**config.mk**
```make
export PLATFORM = sky130hd
export DESIGN_NAME = multi_channel_timer_table_top
export DESIGN_NICKNAME = d
export VERILOG_FILES = /design/src/rtl/mctt_pkg.sv /design/src/rtl/mctt_cell.sv /design/src/rtl/multi_channel_timer_table_top.sv
export VERILOG_INCLUDE_DIRS = /design/src /design/src/rtl
export SDC_FILE = /design/constraint.sdc
export NUM_CORES = 2
export LEC_CHECK = 0
export BUFFER_PORTS_ARGS = -buffer_cell sky130_fd_sc_hd__buf_2
export CAP_MARGIN = 20
export CORE_UTILIZATION = 40
export CTS_CLUSTER_DIAMETER = 80
export CTS_CLUSTER_SIZE = 14
export DETAILED_ROUTE_END_ITERATION = 7
export HOLD_SLACK_MARGIN = 0.1
export REMOVE_ABC_BUFFERS = 1
export SLEW_MARGIN = 20
export SYNTH_ARGS = -nofsm -noshare
export SYNTH_HDL_FRONTEND = slang
export SYNTH_SLANG_ARGS = --single-unit
export TNS_END_PERCENT = 20
```
**constraint.sdc**
```tcl
create_clock -name clk -period 42 [get_ports clk]
set_input_delay 10.5 -clock clk [delete_from_list [all_inputs] [get_ports clk]]
set_output_delay 10.5 -clock clk [all_outputs]
set_load 0.01 [all_outputs]
```
**src/rtl/multi_channel_timer_table_top_assert.svh**
```systemverilog
// Assertion macros shared by the timer table RTL.
// Both expect clk and rst_n in scope.
`ifndef MULTI_CHANNEL_TIMER_TABLE_TOP_ASSERT_SVH
`define MULTI_CHANNEL_TIMER_TABLE_TOP_ASSERT_SVH

// Consequent checked in the same cycle as the antecedent.
`define MCTT_ASSERT_NOW(label, ante, cons) \
  label: assert property (@(posedge clk) disable iff (!rst_n) (ante) |-> (cons)) \
    else $error("timer table check failed");

// Consequent checked in the cycle after the antecedent.
`define MCTT_ASSERT_NEXT(label, ante, cons) \
  label: assert property (@(posedge clk) disable iff (!rst_n) (ante) |=> (cons)) \
    else $error("timer table check failed");

`endif

```
**src/rtl/mctt_pkg.sv**
```systemverilog
package mctt_pkg;

  localparam int SLOT_W     = 4;
  localparam int INTERVAL_W = 24;
  localparam int WAIT_W     = 24;
  localparam int OUT_CNT_W  = 5;

  // input actions
  localparam logic [1:0] ACT_TICK   = 2'd0;
  localparam logic [1:0] ACT_ARM    = 2'd1;
  localparam logic [1:0] ACT_CANCEL = 2'd2;

  // result kinds
  localparam logic [1:0] EV_FIRED       = 2'd0;
  localparam logic [1:0] EV_SUMMARY     = 2'd1;
  localparam logic [1:0] EV_ARM_DONE    = 2'd2;
  localparam logic [1:0] EV_CANCEL_DONE = 2'd3;

  // sweep token passed from cell to cell
  typedef struct packed {
    logic              valid;
    logic [1:0]        action;
    logic [SLOT_W-1:0] slot;
    logic              periodic;
    logic              any;      // running minimum holds a real value
  } pkt_t;

endpackage

```
**src/rtl/mctt_cell.sv**
```systemverilog
module mctt_cell #(
  parameter int IDX         = 0,
  parameter int COUNT_WIDTH = 24,
  parameter int CNT_W       = 5
) (
  input  logic                   clk,
  input  logic                   rst_n,
  input  logic                   advance,
  input  mctt_pkg::pkt_t         pkt_in,
  input  logic [COUNT_WIDTH-1:0] load_in,
  input  logic [COUNT_WIDTH-1:0] wait_in,
  input  logic [CNT_W-1:0]       cnt_in,
  output mctt_pkg::pkt_t         pkt_out,
  output logic [COUNT_WIDTH-1:0] load_out,
  output logic [COUNT_WIDTH-1:0] wait_out,
  output logic [CNT_W-1:0]       cnt_out,
  output logic                   fire
);

  logic                   active_r, active_nxt;
  logic                   periodic_r, periodic_nxt;
  logic [COUNT_WIDTH-1:0] rem_r, rem_nxt;
  logic [COUNT_WIDTH-1:0] reload_r, reload_nxt;

  mctt_pkg::pkt_t         pkt_r, pkt_nxt;
  logic [COUNT_WIDTH-1:0] load_r;
  logic [COUNT_WIDTH-1:0] wait_r, wait_nxt;
  logic [CNT_W-1:0]       cnt_r, cnt_nxt;
  logic                   match;

  assign match = (int'(pkt_in.slot) == IDX);

  always_comb begin
    active_nxt   = active_r;
    periodic_nxt = periodic_r;
    rem_nxt      = rem_r;
    reload_nxt   = reload_r;
    fire         = 1'b0;
    if (pkt_in.valid) begin
      case (pkt_in.action)
        mctt_pkg::ACT_TICK: begin
          if (active_r) begin
            if (rem_r > COUNT_WIDTH'(1)) begin
              rem_nxt = rem_r - COUNT_WIDTH'(1);
            end else begin
              rem_nxt = '0;
              fire    = 1'b1;
              // reload a periodic slot; drop one-shot and zero-period slots
              if (periodic_r && (reload_r != '0)) begin
                rem_nxt = reload_r;
              end else begin
                active_nxt = 1'b0;
              end
            end
          end
        end
        mctt_pkg::ACT_ARM: begin
          if (match) begin
            active_nxt   = 1'b1;
            periodic_nxt = pkt_in.periodic;
            rem_nxt      = load_in;
            reload_nxt   = load_in;
          end
        end
        mctt_pkg::ACT_CANCEL: begin
          if (match) begin
            active_nxt = 1'b0;
          end
        end
        default: ;
      endcase
    end

    // fold this slot's post-item state into the running summary
    pkt_nxt  = pkt_in;
    wait_nxt = wait_in;
    cnt_nxt  = cnt_in;
    if (active_nxt) begin
      if (!pkt_in.any || (rem_nxt < wait_in)) begin
        wait_nxt = rem_nxt;
      end
      pkt_nxt.any = 1'b1;
      cnt_nxt     = cnt_in + CNT_W'(1);
    end
  end

  always_ff @(posedge clk) begin
    if (!rst_n) begin
      active_r    <= 1'b0;
      pkt_r.valid <= 1'b0;
    end else if (advance) begin
      pkt_r  <= pkt_nxt;
      load_r <= load_in;
      wait_r <= wait_nxt;
      cnt_r  <= cnt_nxt;
      if (pkt_in.valid) begin
        active_r   <= active_nxt;
        periodic_r <= periodic_nxt;
        rem_r      <= rem_nxt;
        reload_r   <= reload_nxt;
      end
    end
  end

  assign pkt_out  = pkt_r;
  assign load_out = load_r;
  assign wait_out = wait_r;
  assign cnt_out  = cnt_r;

endmodule

```
**src/rtl/multi_channel_timer_table_top.sv**
```systemverilog
// Timer table: NUM_SLOTS one-shot or periodic timers counted in millisecond ticks.
// Input channel (in_*): one transaction per command. in_tuser is the action
// (tick, arm, cancel); an undefined action is taken and dropped without result.
// Output channel (out_*): a tick gives one fired transaction per expiring slot,
// in ascending slot order, then a summary with tlast set. Arm and cancel give a
// single done transaction with tlast set carrying the least remaining count and
// the number of active slots.
// Each slot is a cell in a chain; a command token walks the chain one cell per
// cycle while the output is not stalled, updating the slot and folding it into a
// running minimum and count. The token passes the entry register and each cell's
// register in turn, and the closing result is then loaded into the output register
// and shows on out_tvalid. in_tready drops on acceptance and returns at the edge
// that loads the closing result, so no new command enters while one is in the chain.
// Any result that waits on out_tready freezes the whole chain until it is taken.
// Reset (rst_n low, synchronous) deactivates every slot and empties the chain
// and output register.
`include "multi_channel_timer_table_top_assert.svh"

module multi_channel_timer_table_top #(
  parameter int NUM_SLOTS   = 16,
  parameter int COUNT_WIDTH = 24
) (
  input  logic        clk,
  input  logic        rst_n,
  input  logic        in_tvalid,
  output logic        in_tready,
  input  logic [31:0] in_tdata,   // slot[3:0], interval_ms[27:4], periodic[28], zero[31:29]
  input  logic [1:0]  in_tuser,   // action[1:0]
  output logic        out_tvalid,
  input  logic        out_tready,
  output logic [39:0] out_tdata,  // fired_slot[3:0], next_wait[27:4], active_count[32:28],
                                  // zero[39:33]
  output logic [1:0]  out_tuser,  // event_kind[1:0]
  output logic        out_tlast   // last
);

  localparam int CNT_W = $clog2(NUM_SLOTS + 1);
  localparam logic [31:0] COUNT_MAX = 32'((64'd1 << COUNT_WIDTH) - 64'd1);

  mctt_pkg::pkt_t         pkt_c  [NUM_SLOTS+1];
  logic [COUNT_WIDTH-1:0] load_c [NUM_SLOTS+1];
  logic [COUNT_WIDTH-1:0] wait_c [NUM_SLOTS+1];
  logic [CNT_W-1:0]       cnt_c  [NUM_SLOTS+1];
  logic [NUM_SLOTS-1:0]   fire_vec;
  logic [NUM_SLOTS-1:0]   stage_valid;

  mctt_pkg::pkt_t         pkt0_r;
  logic [COUNT_WIDTH-1:0] load0_r;
  logic                   busy_r;

  logic                       out_valid_r;
  logic [1:0]                 out_kind_r;
  logic [mctt_pkg::SLOT_W-1:0] out_slot_r;
  logic [mctt_pkg::WAIT_W-1:0] out_wait_r;
  logic [mctt_pkg::OUT_CNT_W-1:0] out_cnt_r;
  logic                       out_last_r;

  logic                   advance;
  logic                   accept;
  logic                   launch;
  logic [31:0]            ival_ext;
  logic [COUNT_WIDTH-1:0] load_sat;
  logic [31:0]            fire_idx;
  logic [31:0]            wait_ext;
  logic [31:0]            cnt_ext;
  mctt_pkg::pkt_t         exit_pkt;
  logic [1:0]             sum_kind;
  logic [mctt_pkg::SLOT_W-1:0] sum_slot;

  assign advance   = !out_valid_r || out_tready;
  assign in_tready = !busy_r;
  assign accept    = in_tvalid && in_tready;
  assign launch    = accept && ((in_tuser == mctt_pkg::ACT_TICK) ||
                                (in_tuser == mctt_pkg::ACT_ARM) ||
                                (in_tuser == mctt_pkg::ACT_CANCEL));

  // saturate the interval to the counter width
  assign ival_ext = {8'd0, in_tdata[27:4]};
  assign load_sat = (ival_ext > COUNT_MAX) ? COUNT_WIDTH'(COUNT_MAX)
                                           : ival_ext[COUNT_WIDTH-1:0];

  always_ff @(posedge clk) begin
    if (!rst_n) begin
      busy_r       <= 1'b0;
      pkt0_r.valid <= 1'b0;
    end else begin
      if (launch) begin
        busy_r          <= 1'b1;
        pkt0_r.valid    <= 1'b1;
        pkt0_r.action   <= in_tuser;
        pkt0_r.slot     <= in_tdata[3:0];
        pkt0_r.periodic <= in_tdata[28];
        pkt0_r.any      <= 1'b0;
        load0_r         <= load_sat;
      end else begin
        if (advance) begin
          pkt0_r.valid <= 1'b0;
        end
        if (advance && exit_pkt.valid) begin
          busy_r <= 1'b0;
        end
      end
    end
  end

  assign pkt_c[0]  = pkt0_r;
  assign load_c[0] = load0_r;
  assign wait_c[0] = '0;
  assign cnt_c[0]  = '0;

  for (genvar i = 0; i < NUM_SLOTS; i++) begin : g_cell
    mctt_cell #(
      .IDX         (i),
      .COUNT_WIDTH (COUNT_WIDTH),
      .CNT_W       (CNT_W)
    ) u_cell (
      .clk      (clk),
      .rst_n    (rst_n),
      .advance  (advance),
      .pkt_in   (pkt_c[i]),
      .load_in  (load_c[i]),
      .wait_in  (wait_c[i]),
      .cnt_in   (cnt_c[i]),
      .pkt_out  (pkt_c[i+1]),
      .load_out (load_c[i+1]),
      .wait_out (wait_c[i+1]),
      .cnt_out  (cnt_c[i+1]),
      .fire     (fire_vec[i])
    );
    assign stage_valid[i] = pkt_c[i+1].valid;
  end

  assign exit_pkt = pkt_c[NUM_SLOTS];

  // at most one cell holds the token, so fire_vec is one-hot or empty
  always_comb begin
    fire_idx = '0;
    for (int i = 0; i < NUM_SLOTS; i++) begin
      if (fire_vec[i]) begin
        fire_idx = fire_idx | 32'(i);
      end
    end
  end

  assign wait_ext = exit_pkt.any ? 32'(wait_c[NUM_SLOTS]) : 32'd0;
  assign cnt_ext  = 32'(cnt_c[NUM_SLOTS]);

  always_comb begin
    case (exit_pkt.action)
      mctt_pkg::ACT_TICK: begin
        sum_kind = mctt_pkg::EV_SUMMARY;
        sum_slot = '0;
      end
      mctt_pkg::ACT_ARM: begin
        sum_kind = mctt_pkg::EV_ARM_DONE;
        sum_slot = exit_pkt.slot;
      end
      mctt_pkg::ACT_CANCEL: begin
        sum_kind = mctt_pkg::EV_CANCEL_DONE;
        sum_slot = exit_pkt.slot;
      end
      default: begin
        sum_kind = mctt_pkg::EV_SUMMARY;
        sum_slot = '0;
      end
    endcase
  end

  always_ff @(posedge clk) begin
    if (!rst_n) begin
      out_valid_r <= 1'b0;
    end else if (advance) begin
      out_valid_r <= (|fire_vec) || exit_pkt.valid;
    end
  end

  always_ff @(posedge clk) begin
    if (advance) begin
      if (|fire_vec) begin
        out_kind_r <= mctt_pkg::EV_FIRED;
        out_slot_r <= fire_idx[mctt_pkg::SLOT_W-1:0];
        out_wait_r <= '0;
        out_cnt_r  <= '0;
        out_last_r <= 1'b0;
      end else begin
        out_kind_r <= sum_kind;
        out_slot_r <= sum_slot;
        out_wait_r <= wait_ext[mctt_pkg::WAIT_W-1:0];
        out_cnt_r  <= cnt_ext[mctt_pkg::OUT_CNT_W-1:0];
        out_last_r <= 1'b1;
      end
    end
  end

  assign out_tvalid = out_valid_r;
  assign out_tuser  = out_kind_r;
  assign out_tlast  = out_last_r;
  assign out_tdata  = {7'd0, out_cnt_r, out_wait_r, out_slot_r};

  `MCTT_ASSERT_NOW(a_fire_onehot, 1'b1, $onehot0(fire_vec))
  `MCTT_ASSERT_NOW(a_idle_chain_empty, !busy_r, (stage_valid == '0) && !pkt0_r.valid)
  `MCTT_ASSERT_NEXT(a_fire_held, (|fire_vec) && !advance, $stable(fire_vec))
  `MCTT_ASSERT_NEXT(a_close_last, advance && exit_pkt.valid && !(|fire_vec),
                    out_valid_r && out_last_r && !busy_r)

endmodule

```
==> metrics <==
Psw=839 uW; CTS Sinks=1827; Slew Limit Fails=0; PortBufs=72; ant diodes=0; die extent in x=490 microns; layout cells sized above 1=0.111; Yosys cell types=94; most common cell after layout, fill and taps aside=edfxtp_1; combinational power share=0.044; Post-CTS Resized=0; DRC violations left=0; post-CTS setup buffers=0; CTS root buf=clkbuf_16; Power Density=35.7 nW/um^2; CTS H-Tree Depth=4; setup violators final=0; largest net degree at the start of global routing=196; Detail Route Antenna Nets=0; Data required, critical path=42.42 ns; die area=240000 sq um; min cycle time layout=14.17 ns; most frequent cells in the layout=edfxtp_1 (1792), nand2_1 (667), nor2_1 (497); max_cap viols=0; #FFs+latches synth=1827; initial antenna violation count=9; I/O pin count=83; Final Hold Viols=0; worst min-delay path class=reg -> reg; 1st-iter DRT viols=9081; Post-synth EDFFs=1792; Least-Margin Pin Slew=1.19 ns; clock transition at the registers of the reported paths=0.07 ns; vias in the first global route=65800; first-pass GRT wire length=449000 microns; Max-slew headroom=0.200; Total Wirelength=307000 microns; Die Y-Extent=490 microns; Avg Cell Area, Syn=11.5 sq um; DR vias/cell=6.19; setup TNS=0 ns; top cell type's share of synthesized area=0.565; Internal=2.87 mW; sequential share of the synthesized area=0.573; Worst Setup Path Type=in -> reg; Core Rows=178; Avg WL per Cell=26.8 microns; worst skew pair latency=0.81 ns; Sw Share=0.226; Initial Util=0.404; CTS tree=built; RSZ-0062 raised after global routing=false; Total Routing Usage GR=0.250; Area contributors post-synth=edfxtp_1 (57%), ha_1 (5.2%), mux2_2 (4.2%); placed insts=11200; crit-path max FO=136; synth warn=0; Reg power frac=0.574; final worst path period share=0.337; CP endpoint kind=register; clk buf depth=3; Peak VDD IR=0.0000411 V; FFs w/ async S/R, synth=0; vias post-DR=71000; outcome=finished clean; top_reg_cell synth=edfxtp_1; CTS buffer count=155; synthesized area=95200 sq um; clock power share=0.382; arrival time worst endpoint=14.60 ns; Worst Skew=0.0366 ns; Non-Filler Instances=11500; global route overflow=0; Critical Path Start Type=input port; P&R area growth vs syn=9.17%; Pleak=35.5 nW; Core Region=236000 sq um; GPL Wtd Cong=0.931; fmax=70.6 MHz; area leader, netlist=edfxtp_1; DRT Pass-1 Iters=7; Nets=8652; HPWL after DPL=226000 microns; PnR Total Power=3.71 mW; hold buffers post-CTS=0; Fillers=21600; Gate Count Post-Synth=8261
-- flip-flops by register name, indices dropped and copies added (netlist names), 2 cells and up --
register and cells:
out_slot_r 4, g_cell.u_cell.wait_out 384, g_cell.u_cell.cnt_out 70, g_cell.u_cell.reload_r 384
out_tuser 2, g_cell.u_cell.pkt_out 143, pkt0_r 8, out_cnt_r 5
out_wait_r 24, g_cell.u_cell.periodic_r 16, g_cell.u_cell.load_out 360, g_cell.u_cell.rem_r 384
g_cell.u_cell.active_r 16, load0_r 24
-- cell type report --
type / count / area, sq um / share of cell area
Clock buffer: 218 / 4350 / 0.0418
Clock inverter: 25 / 294 / 0.00283
Inverter: 469 / 1770 / 0.0170
Multi-Input combinational cell: 5535 / 37400 / 0.360
Sequential cell: 1827 / 54500 / 0.524
Tap cell: 3150 / 3940 / 0.0379
Timing Repair Buffer: 234 / 1630 / 0.0157
-- logic make-up after synthesis --
| group | share of synthesized area |
|---|---|
| compound gates | 0.150 |
| xor+xnor | 0.0186 |
| mux | 0.0475 |
| buf+inv | 0.0371 |
| simple gates | 0.123 |
| other cells | 0.0000394 |
| fa+ha+maj | 0.0515 |
| flops | 0.573 |
-- worst max-delay path, stage by stage --
cell and delay (ns):
buf_2 0.10, nor2b_4 0.03, buf_4 0.28, inv_4 0.30, nand2_1 0.35, buf_4 0.38
inv_8 0.59, buf_12 0.37, buf_16 0.49, buf_4 0.90
-- Yosys cell counts (all sizes together) (79+ instances only) --
library cell  count
a211oi          128
a21oi           440
a221oi          105
a22oi            95
a31oi            92
clkbuf          376
edfxtp         1792
ha              392
inv             466
mux2            375
nand2           667
nand3           169
nand4           126
nor2            502
nor3            207
nor4            199
o211ai           81
o21ai           496
o22ai           254
xnor2           123
xor2             79
-- per-stage QoR --
| step | setup WS, ns | utilization | hold slack (ns) | instance area, sq um |
|---|---|---|---|---|
| after floorplan | 8.80 | - | 0.400 | 93500 |
| after global placement | 27.14 | 0.421 | 0.408 | 99200 |
| after detailed placement | 27.04 | 0.421 | 0.406 | 99200 |
| after CTS | 27.92 | 0.440 | 0.419 | 104000 |
| after global routing | 27.65 | 0.441 | 0.443 | 104000 |
| final | 27.83 | 0.441 | 0.421 | 104000 |
-- power by group through the flow --
stage	logic [mW]	registers [mW]	clock network, mW
4_1_cts	0.161	2.13	1.45
5_1_grt	0.179	2.13	1.51
3_5_place_dp	0.160	2.17	0
3_3_place_gp	0.156	2.17	0
2_1_floorplan	0.102	2.17	0
6_report	0.162	2.13	1.42
-- metal layers --
layer	track usage	up-vias	wire length (microns)
li1	-	31800	-
met1	0.362	35300	135000
met2	0.385	3411	138000
met3	0.0344	492	23500
met4	0.0810	0	10300
met5	0	-	0
-- worst paths after layout --
kind / startpoint / endpoint / slack, ns / depth (start not counted)
hold / removal: g_cell[14].u_cell.pkt_out[1]$_DFFE_PP_ / g_cell[15].u_cell.periodic_r$_DFFE_PP_ / 0.42 / 0
setup / recovery: out_tready / g_cell[15].u_cell.pkt_out[0]$_SDFFCE_PN1P_ / 27.83 / 10
hold reg to reg: g_cell[14].u_cell.pkt_out[1]$_DFFE_PP_ / g_cell[15].u_cell.periodic_r$_DFFE_PP_ / 0.42 / 0
setup reg to reg: g_cell[10].u_cell.rem_r[6]$_DFFE_PP_ / g_cell[10].u_cell.wait_out[3]$_DFFE_PP_ / 35.02 / 16
(Power assumes the default switching activity.)
